==> src/rtl/aptb_pkg.sv <==
// ============================================================================
// aptb_pkg: shared types and constants for the alpha premultiply block
// Register indexes, fixed field widths, the pixel mode bundle and the exact
// divide-by-255 helper used by the pixel datapath.
// ============================================================================
package aptb_pkg;

   // Widths fixed by the register map and the result fields.
   localparam int CSR_INDEX_W = 3;
   localparam int CSR_DATA_W  = 13;
   localparam int CFG_DIM_W   = 13;
   localparam int BOX_POS_W   = 12;
   localparam int BOX_SIZE_W  = 13;
   localparam int PIXEL_W     = 32;

   // Configuration register indexes.
   localparam logic [CSR_INDEX_W-1:0] CSR_FRAME_WIDTH   = 3'd0;
   localparam logic [CSR_INDEX_W-1:0] CSR_FRAME_HEIGHT  = 3'd1;
   localparam logic [CSR_INDEX_W-1:0] CSR_PREMULTIPLY   = 3'd2;
   localparam logic [CSR_INDEX_W-1:0] CSR_TRIM          = 3'd3;
   localparam logic [CSR_INDEX_W-1:0] CSR_INDEXED_MODE  = 3'd4;

   // Pixel format controls handed to the pixel datapath.
   typedef struct packed {
      logic premultiply_on;
      logic indexed_mode;
   } mode_type;

   // Exact floor(p / 255) for any product of two bytes.
   function automatic logic [7:0] div255(input logic [15:0] p);
      logic [16:0] s;
      s = 17'(p) + 17'(p[15:8]) + 17'd1;
      return s[15:8];
   endfunction

endpackage

==> src/rtl/alpha_premultiply_trim_bounds.sv <==
// ============================================================================
// alpha_premultiply_trim_bounds: premultiplied pixel stream with trim box
// Converts one raster-order pixel per beat and tracks the bounding box of
// visible pixels; the result beat of the frame's last pixel carries the box.
// ============================================================================
//
//   Channel   Direction  Handshake            Payload
//   req_      in         req_valid/req_stall  req_pixel_in
//   rsp_      out        rsp_valid/rsp_stall  pixel, frame_done, box fields
//   csr_      in         csr_valid/csr_ready  csr_index, csr_wdata
//
// One pixel is taken every cycle unless req_stall is high; a pixel passes the
// input register and the result register around the pixel datapath.
// Reset is synchronous and restores the registers to a 1x1 frame with all
// modes off and the position counters at zero.
// A stalled result holds; the input register still takes one more beat,
// and req_stall rises only when both registers are full.
//
module alpha_premultiply_trim_bounds
   import aptb_pkg::*;
#(
   parameter int MAX_DIMENSION = 4096
)
(
   input  logic                   clock,
   input  logic                   reset,
   // Pixel input
   input  logic                   req_valid,
   output logic                   req_stall,
   input  logic [PIXEL_W-1:0]     req_pixel_in,
   // Result output
   output logic                   rsp_valid,
   input  logic                   rsp_stall,
   output logic [PIXEL_W-1:0]     rsp_pixel_out,
   output logic                   rsp_frame_done,
   output logic [BOX_POS_W-1:0]   rsp_box_left,
   output logic [BOX_POS_W-1:0]   rsp_box_top,
   output logic [BOX_SIZE_W-1:0]  rsp_box_width,
   output logic [BOX_SIZE_W-1:0]  rsp_box_height,
   output logic                   rsp_all_transparent,
   // Register writes
   input  logic                   csr_valid,
   output logic                   csr_ready,
   input  logic [CSR_INDEX_W-1:0] csr_index,
   input  logic [CSR_DATA_W-1:0]  csr_wdata
);

   localparam int CNT_W  = $clog2(MAX_DIMENSION);
   localparam int SPAN_W = CNT_W + 1;
   localparam int CMP_W  = (SPAN_W > CFG_DIM_W) ? SPAN_W : CFG_DIM_W;

   // Configuration registers.
   logic [CFG_DIM_W-1:0] frame_width_ff, frame_height_ff;
   logic                 premul_on_ff, trim_on_ff, indexed_ff;

   // Input register and result register.
   logic                  s1_valid_ff, s1_valid_in;
   logic [PIXEL_W-1:0]    s1_pixel_ff;
   logic                  rsp_valid_ff, rsp_valid_in;
   logic [PIXEL_W-1:0]    rsp_pixel_ff;
   logic                  rsp_done_ff, rsp_done_in;
   logic [BOX_POS_W-1:0]  rsp_left_ff, rsp_left_in;
   logic [BOX_POS_W-1:0]  rsp_top_ff, rsp_top_in;
   logic [BOX_SIZE_W-1:0] rsp_width_ff, rsp_width_in;
   logic [BOX_SIZE_W-1:0] rsp_height_ff, rsp_height_in;
   logic                  rsp_transp_ff, rsp_transp_in;

   // Position counters and box state.
   logic [CNT_W-1:0] col_ff, col_in, row_ff, row_in;
   logic [CNT_W-1:0] min_col_ff, min_col_in, max_col_ff, max_col_in;
   logic [CNT_W-1:0] min_row_ff, min_row_in, max_row_ff, max_row_in;
   logic             seen_ff, seen_in;

   logic [CNT_W-1:0] col_upd, row_upd;
   logic [CNT_W-1:0] min_col_upd, max_col_upd, min_row_upd, max_row_upd;
   logic             seen_box, seen_upd;

   logic               rsp_free, s1_fire, req_fire, csr_fire;
   logic [PIXEL_W-1:0] pixel_result;
   logic               visible, hit;
   logic [CMP_W-1:0]   fw_cmp, fh_cmp, w_lim, h_lim;
   logic               x_end, y_end, last;
   mode_type           mode;

   // Handshakes: the result register frees when empty or being taken.
   assign rsp_free  = !rsp_valid_ff || !rsp_stall;
   assign s1_fire   = s1_valid_ff && rsp_free;
   assign req_stall = s1_valid_ff && !rsp_free;
   assign req_fire  = req_valid && !req_stall;
   assign csr_ready = 1'b1;
   assign csr_fire  = csr_valid && csr_ready;

   assign s1_valid_in  = req_fire ? 1'b1 : (s1_fire ? 1'b0 : s1_valid_ff);
   assign rsp_valid_in = rsp_free ? s1_valid_ff : rsp_valid_ff;

   // Pixel datapath.
   assign mode.premultiply_on = premul_on_ff;
   assign mode.indexed_mode   = indexed_ff;

   aptb_pixel u_pixel (
      .pixel        (s1_pixel_ff),
      .mode         (mode),
      .pixel_result (pixel_result),
      .visible      (visible)
   );

   // Frame size limited to 1..MAX_DIMENSION.
   assign fw_cmp = CMP_W'(frame_width_ff);
   assign fh_cmp = CMP_W'(frame_height_ff);
   assign w_lim  = (fw_cmp == '0) ? CMP_W'(1) :
                   (fw_cmp > CMP_W'(MAX_DIMENSION)) ? CMP_W'(MAX_DIMENSION) : fw_cmp;
   assign h_lim  = (fh_cmp == '0) ? CMP_W'(1) :
                   (fh_cmp > CMP_W'(MAX_DIMENSION)) ? CMP_W'(MAX_DIMENSION) : fh_cmp;

   assign x_end = CMP_W'(col_ff) >= (w_lim - CMP_W'(1));
   assign y_end = CMP_W'(row_ff) >= (h_lim - CMP_W'(1));
   assign last  = x_end && y_end;
   assign hit   = trim_on_ff && visible;

   // Box update for the current pixel.
   always_comb begin
      min_col_upd = min_col_ff;
      max_col_upd = max_col_ff;
      min_row_upd = min_row_ff;
      max_row_upd = max_row_ff;
      if (hit) begin
         if (!seen_ff) begin
            min_col_upd = col_ff;
            max_col_upd = col_ff;
            min_row_upd = row_ff;
            max_row_upd = row_ff;
         end else begin
            if (col_ff < min_col_ff) min_col_upd = col_ff;
            if (col_ff > max_col_ff) max_col_upd = col_ff;
            if (row_ff < min_row_ff) min_row_upd = row_ff;
            if (row_ff > max_row_ff) max_row_upd = row_ff;
         end
      end
      seen_box = seen_ff || hit;
   end

   // Result fields; the box is reported only on the last pixel.
   always_comb begin
      rsp_done_in   = last;
      rsp_left_in   = '0;
      rsp_top_in    = '0;
      rsp_width_in  = '0;
      rsp_height_in = '0;
      rsp_transp_in = 1'b0;
      if (last) begin
         if (trim_on_ff && seen_box) begin
            rsp_left_in   = BOX_POS_W'(min_col_upd);
            rsp_top_in    = BOX_POS_W'(min_row_upd);
            rsp_width_in  = BOX_SIZE_W'(SPAN_W'(max_col_upd) - SPAN_W'(min_col_upd)
                                        + SPAN_W'(1));
            rsp_height_in = BOX_SIZE_W'(SPAN_W'(max_row_upd) - SPAN_W'(min_row_upd)
                                        + SPAN_W'(1));
         end else begin
            rsp_width_in  = BOX_SIZE_W'(w_lim);
            rsp_height_in = BOX_SIZE_W'(h_lim);
            rsp_transp_in = trim_on_ff;
         end
      end
   end

   // Raster position advance.
   always_comb begin
      col_upd  = col_ff + CNT_W'(1);
      row_upd  = row_ff;
      seen_upd = seen_box;
      if (last) begin
         col_upd  = '0;
         row_upd  = '0;
         seen_upd = 1'b0;
      end else if (x_end) begin
         col_upd = '0;
         row_upd = row_ff + CNT_W'(1);
      end
   end

   assign col_in     = s1_fire ? col_upd : col_ff;
   assign row_in     = s1_fire ? row_upd : row_ff;
   assign seen_in    = s1_fire ? seen_upd : seen_ff;
   assign min_col_in = s1_fire ? min_col_upd : min_col_ff;
   assign max_col_in = s1_fire ? max_col_upd : max_col_ff;
   assign min_row_in = s1_fire ? min_row_upd : min_row_ff;
   assign max_row_in = s1_fire ? max_row_upd : max_row_ff;

   // Control state and configuration.
   always_ff @(posedge clock) begin
      if (reset) begin
         s1_valid_ff     <= 1'b0;
         rsp_valid_ff    <= 1'b0;
         col_ff          <= '0;
         row_ff          <= '0;
         min_col_ff      <= '0;
         max_col_ff      <= '0;
         min_row_ff      <= '0;
         max_row_ff      <= '0;
         seen_ff         <= 1'b0;
         frame_width_ff  <= CFG_DIM_W'(1);
         frame_height_ff <= CFG_DIM_W'(1);
         premul_on_ff    <= 1'b0;
         trim_on_ff      <= 1'b0;
         indexed_ff      <= 1'b0;
      end else begin
         s1_valid_ff  <= s1_valid_in;
         rsp_valid_ff <= rsp_valid_in;
         col_ff       <= col_in;
         row_ff       <= row_in;
         min_col_ff   <= min_col_in;
         max_col_ff   <= max_col_in;
         min_row_ff   <= min_row_in;
         max_row_ff   <= max_row_in;
         seen_ff      <= seen_in;
         if (csr_fire) begin
            case (csr_index)
               CSR_FRAME_WIDTH:  frame_width_ff  <= csr_wdata;
               CSR_FRAME_HEIGHT: frame_height_ff <= csr_wdata;
               CSR_PREMULTIPLY:  premul_on_ff    <= csr_wdata[0];
               CSR_TRIM:         trim_on_ff      <= csr_wdata[0];
               CSR_INDEXED_MODE: indexed_ff      <= csr_wdata[0];
               default: begin
               end
            endcase
         end
      end
   end

   // Payload registers.
   always_ff @(posedge clock) begin
      if (req_fire) begin
         s1_pixel_ff <= req_pixel_in;
      end
      if (s1_fire) begin
         rsp_pixel_ff  <= pixel_result;
         rsp_done_ff   <= rsp_done_in;
         rsp_left_ff   <= rsp_left_in;
         rsp_top_ff    <= rsp_top_in;
         rsp_width_ff  <= rsp_width_in;
         rsp_height_ff <= rsp_height_in;
         rsp_transp_ff <= rsp_transp_in;
      end
   end

   assign rsp_valid           = rsp_valid_ff;
   assign rsp_pixel_out       = rsp_pixel_ff;
   assign rsp_frame_done      = rsp_done_ff;
   assign rsp_box_left        = rsp_left_ff;
   assign rsp_box_top         = rsp_top_ff;
   assign rsp_box_width       = rsp_width_ff;
   assign rsp_box_height      = rsp_height_ff;
   assign rsp_all_transparent = rsp_transp_ff;

   // The last beat of a frame always reports a nonempty box.
   a_done_box_nonzero: assert property (@(posedge clock) disable iff (reset)
      rsp_valid_ff && rsp_done_ff |-> (rsp_width_ff != '0) && (rsp_height_ff != '0))
      else $error("frame end reported an empty box");

   // Beats inside a frame carry no box.
   a_mid_box_zero: assert property (@(posedge clock) disable iff (reset)
      rsp_valid_ff && !rsp_done_ff |-> (rsp_left_ff == '0) && (rsp_top_ff == '0) &&
         (rsp_width_ff == '0) && (rsp_height_ff == '0) && !rsp_transp_ff)
      else $error("box fields set before frame end");

   // An all-transparent frame reports the full frame from the origin.
   a_transparent_origin: assert property (@(posedge clock) disable iff (reset)
      rsp_valid_ff && rsp_transp_ff |-> rsp_done_ff && (rsp_left_ff == '0) &&
         (rsp_top_ff == '0))
      else $error("transparent flag with a trimmed origin");

   // Once a visible pixel is seen the box corners stay ordered.
   a_box_order: assert property (@(posedge clock) disable iff (reset)
      seen_ff |-> (min_col_ff <= max_col_ff) && (min_row_ff <= max_row_ff))
      else $error("bounding box corners out of order");

endmodule

==> src/rtl/aptb_pixel.sv <==
// ============================================================================
// aptb_pixel: per-pixel format conversion
// Premultiplies (if on) the three color bytes of an RGBA pixel by alpha, or
// reduces an indexed pixel to its index byte, and flags visible pixels.
// ============================================================================
module aptb_pixel
   import aptb_pkg::*;
(
   input  logic [PIXEL_W-1:0] pixel,
   input  mode_type           mode,
   output logic [PIXEL_W-1:0] pixel_result,
   output logic               visible
);

   logic [7:0]  alpha;
   logic [15:0] prod_r;
   logic [15:0] prod_g;
   logic [15:0] prod_b;

   assign alpha = pixel[31:24];

   // One 8x8 product per color byte.
   assign prod_r = 16'(pixel[7:0])   * 16'(alpha);
   assign prod_g = 16'(pixel[15:8])  * 16'(alpha);
   assign prod_b = 16'(pixel[23:16]) * 16'(alpha);

   // Select the output format and visibility rule.
   always_comb begin
      if (mode.indexed_mode) begin
         pixel_result = {24'd0, pixel[7:0]};
         visible      = (pixel[7:0] != 8'd0);
      end else begin
         if (mode.premultiply_on) begin
            pixel_result = {alpha, div255(prod_b), div255(prod_g), div255(prod_r)};
         end else begin
            pixel_result = pixel;
         end
         visible = (alpha != 8'd0);
      end
   end

endmodule

==> config.mk <==
export PLATFORM = sky130hd
export DESIGN_NAME = alpha_premultiply_trim_bounds
export DESIGN_NICKNAME = d
export VERILOG_FILES = /design/src/rtl/aptb_pkg.sv /design/src/rtl/alpha_premultiply_trim_bounds.sv /design/src/rtl/aptb_pixel.sv
export SDC_FILE = /design/constraint.sdc
export NUM_CORES = 1
export LEC_CHECK = 0
export BUFFER_PORTS_ARGS = -buffer_cell sky130_fd_sc_hd__buf_2
export CAP_MARGIN = 5
export CORE_ASPECT_RATIO = 0.8
export CORE_UTILIZATION = 57
export DETAILED_ROUTE_END_ITERATION = 6
export PLACE_DENSITY = 0.79
export SLEW_MARGIN = 20
export SYNTH_ARGS = -nofsm -noshare
export SYNTH_HDL_FRONTEND = slang
export SYNTH_SLANG_ARGS = --single-unit
==> constraint.sdc <==
create_clock -name clock -period 6.73 [get_ports clock]
set_input_delay 0.673 -clock clock [delete_from_list [all_inputs] [get_ports clock]]
set_output_delay 0.673 -clock clock [all_outputs]
set_load 0.005 [all_outputs]
==> run_results.csv <==
group,metric,value,unit
outcome,status,"complete, no violations",
clock_tree,cts_tree,"done",
setup_path,path_buf_inv,2,
sta,tightest_slew,1.114,ns
setup_path,crit_family,"adder cells",
synth,syn_nets,2640,
drt,totalWireLength,53080,µm
pwr,irDropWorstVdd,248.2,µV
drt,drcViolationCount,0,
finish,fill_cells,2826,
drt,routedWlPerCell,18.65,µm
sta,timing.slew.headroom,25.57,%
synth,ys.flop_type,"edfxtp_1",
drt,vias_per_cell,5.883,
setup_path,critPathKind,"flip-flop to flip-flop",
setup_path,endpoint_kind,"flip-flop",
clock_tree,htree_levels,1,
sta,fmax,153.1,MHz
drt,drt_iter0_markers,1394,
drt,drt-pass1-iter-count,6,
global_routing,grt_max_degree,78,
synth,synth_edf_count,116,
floorplanning,coreArea,0.03488,mm²
synth,synthArstFlopShare,0,%
finish,fin_cells,2846,
setup_path,worstPathRequired,7.11,ns
sta,period_share,97.06,%
global_routing,grt_pass1_wl,85090,µm
setup_path,worst-path-max-fanout,5,
sta,hold-worst-slack,0.2767,ns
setup_path,path_cells,"and2_1 > fa_1 > fa_1 > fa_1 > inv_1 > fa_1 > inv_1 > ha_2 > o21ai_0 > nand2b_1 > nand2_1 > or4b_1 > o311ai_2 > ha_1 > a211o_1 > a21o_1 > o221ai_4 > a21oi_1 > o211a_1 > nor3b_1 > xnor2_1 > a211oi_1",
global_routing,antenna_found_initial,3,
sta,rsz0062_at_grt,"true",
setup_path,r2r_end,"rsp_pixel_out[14]$_SDFFCE_PP0P_",
job,drv_cap,0,
synth,synthesis.area,0.02029,mm²
finish,drive_gt1_share,12.99,%
setup_path,reg2regPathDepth,22,
setup_path,r2r-start,"s1_pixel_ff[9]$_DFFE_PP_",
setup_path,start_kind,"flip-flop",
clock_tree,clkSlewWorstSetupHoldPaths,0.07,ns
floorplanning,die-width,212.9,µm
setup_path,worstPathArrival,6.91,ns
synth,ys.warnings.count,0,
floorplanning,start_util,58.17,%
floorplanning,die_height,170.8,µm
setup_path,path_common_cell,"fa_1",
floorplanning,row_count,61,
placed_design,dp_cells,2790,
synth,syn_inst,2229,
sta,clock_skew,0.02303,ns
global_routing,grt-ovfl-total,0,
global_routing,gr-max-usage-layer,"met2",
synth,avgSynthCellArea,9.103,µm²
global_routing,gr-usage-met2,46.06,%
sta,hold_violations,0,
drt,via_count,16740,
clock_tree,cts_sinks,220,
clock_tree,clock_path_buffers,3,
worst_hold_path,whs_endpoint,"s1_pixel_ff[5]$_DFFE_PP_",
pwr,power_density,285.5,mW/mm²
floorplanning,pin_count,140,
setup_path,cpMaxStageDelayCell,"fa_1",
clock_tree,cts_root_buffer,"clkbuf_16",
worst_hold_path,hold_depth,1,
setup_path,cpPeakStageDelay,0.54,ns
sta,slew_viol_final,0,
clock_tree,cts_hold_buf,0,
finish,final_area,0.02255,mm²
sta,finalSetupTns,0,ns
global_routing,grt_pass1_vias,16170,
placed_design,gp_congestion,0.9386,
clock_tree,cts_buffers,25,
worst_hold_path,min_from,"req_pixel_in[5]",
global_routing,grt_use_met3,4.864,%
setup_path,reg2reg_slack,0.20,ns
global_routing,grt_use_total,29.63,%
finish,layout_commonest_cell,"ha_1",
synth,synth.distinct_cells,92,
global_routing,grt_use_met1,43.20,%
worst_hold_path,min_path_type,"primary input to flip-flop",
finish,utilization,64.65,%
placed_design,dpl.hpwl,40210,µm
sta,finalSetupViolCount,0,
synth,synth-seq-area-share,27.43,%
finish,nets,2763,
finish,layout_common_cells,"247 x ha_1, 226 x inv_1, 203 x nand2_1",
finish,area_delta_synth_final,11.13,%
pwr,p_leak,0.009977,µW
clock_tree,clock_latency,0.57,ns
placed_design,place_area,0.02156,mm²
floorplanning,dieArea,0.03636,mm²
synth,ys_ff_latch,220,
drt,final_antenna_net_count,0,
placed_design,port_buffers,138,
sta,period_minus_slack,6.532,ns
## area by class of cell
class | instances | area (µm²) | share of cell area, %
multi-input cells | 1687 | 13560 | 60.15
flip-flops and latches | 220 | 5565 | 24.68
repair buffers | 190 | 1081 | 4.794
inverters | 228 | 858.3 | 3.806
clock buffers | 28 | 636.9 | 2.824
well taps | 472 | 590.6 | 2.619
clock inverters | 18 | 245.2 | 1.088
diodes | 3 | 7.507 | 0.03329
## routing by layer
layer / share of wire, % / wire length [µm]
met5: 0 / 0
met4: 1.6 / 856
met3: 8.0 / 4248
met2: 44 / 23370
met1: 46 / 24610
## cell usage after synthesis (all sizes together), types with 4 or more instances
cell type,n,share of area (%)
ha,248,15
inv,228,4.2
nand2,203,3.8
and2,174,5.4
nor2,145,2.7
a21oi,139,3.4
edfxtp,116,17
fa,110,11
dfxtp,104,10
o21ai,87,2.1
clkbuf,72,1.3
a21o,55,2.0
xnor2,54,2.5
mux2i,42,2.1
xor2,40,1.7
a211oi,34,1.4
nor3,32,0.79
nor2b,31,0.96
nand4,24,0.74
o21a,24,0.89
buf,22,0.53
mux2,20,1.1
and3,19,0.59
nand2b,17,0.52
nand3,17,0.42
o31ai,17,0.65
o211ai,14,0.59
nor4,13,0.43
a31oi,12,0.37
o21bai,11,0.41
or3b,10,0.43
or3,9,0.28
nor3b,8,0.35
or2,8,0.25
and4,5,0.22
nand3b,5,0.19
a211o,4,0.22
a31o,4,0.17
## worst reg2reg max path, stage by stage (launching register included)
cell and delay [ns]:
edfxtp_1 0.48, and2_1 0.22, fa_1 0.52, fa_1 0.52, fa_1 0.54, inv_1 0.05, fa_1 0.54, inv_1 0.05
ha_2 0.37, o21ai_0 0.10, nand2b_1 0.17, nand2_1 0.10, or4b_1 0.50, o311ai_2 0.14, ha_1 0.31, a211o_1 0.32
a21o_1 0.21, o221ai_4 0.23, a21oi_1 0.14, o211a_1 0.30, nor3b_1 0.16, xnor2_1 0.13, a211oi_1 0.25
## worst max-delay path by stage
| stage | from | end | slack (ns) | cells past startpoint |
|---|---|---|---|---|
| after detailed placement | s1_pixel_ff[9]$_DFFE_PP_ | rsp_pixel_out[14]$_SDFFCE_PP0P_ | 0.06 | 22 |
| final | s1_pixel_ff[9]$_DFFE_PP_ | rsp_pixel_out[14]$_SDFFCE_PP0P_ | 0.20 | 22 |
| after global placement | s1_pixel_ff[10]$_DFFE_PP_ | rsp_pixel_out[15]$_SDFFCE_PP0P_ | 0.18 | 22 |
| after global routing | s1_pixel_ff[9]$_DFFE_PP_ | rsp_pixel_out[14]$_SDFFCE_PP0P_ | -0.08 | 22 |
| after CTS | s1_pixel_ff[9]$_DFFE_PP_ | rsp_pixel_out[14]$_SDFFCE_PP0P_ | 0.03 | 22 |
| after floorplan | s1_pixel_ff[31]$_DFFE_PP_ | rsp_pixel_out[15]$_SDFFCE_PP0P_ | 0.22 | 24 |
## flip-flops by register name, summed over array words and instances, names as in the netlist, 13 cells and up
name / count
fh_cmp: 13
frame_width_ff: 13
rsp_box_height: 13
rsp_box_width: 13
rsp_pixel_out: 32
s1_pixel_ff: 32
## cell families (layout without fill, tap and decap cells)
kind of cell,Yosys count,after routing,share of synthesized area (%)
AO/OA/AOI/OAI,441,441,14.42
XOR/XNOR,94,94,4.242
adder cells (fa/ha/maj),358,358,26.15
buffers and inverters,322,464,6.080
flip-flops,220,220,27.43
multiplexers,62,62,3.182
other,1,4,0.01848
AND/OR/NAND/NOR,731,731,18.49
## through the flow
stage / setup slack [ns] / power (µW)
after detailed placement: 0.06109 / 4811
after global placement: 0.1797 / 4728
after floorplan: 0.2154 / 4034
final: 0.1977 / 6437
after CTS: 0.03324 / 6324
after global routing: -0.07760 / 6890
## power by group
group	internal, µW	total [µW]	switching (µW)
clock network	854	1490	635
registers	1460	1510	44.4
logic	1410	3440	2030
## what timing repair did
item | in CTS | in global routing
endpoints found under the hold margin | 0 | 0
resized for setup | 0 | 5
buffers inserted | 0 | 7
endpoints found under the setup margin | 0 | 9
No activity file was read; power rests on OpenSTA's default activity.
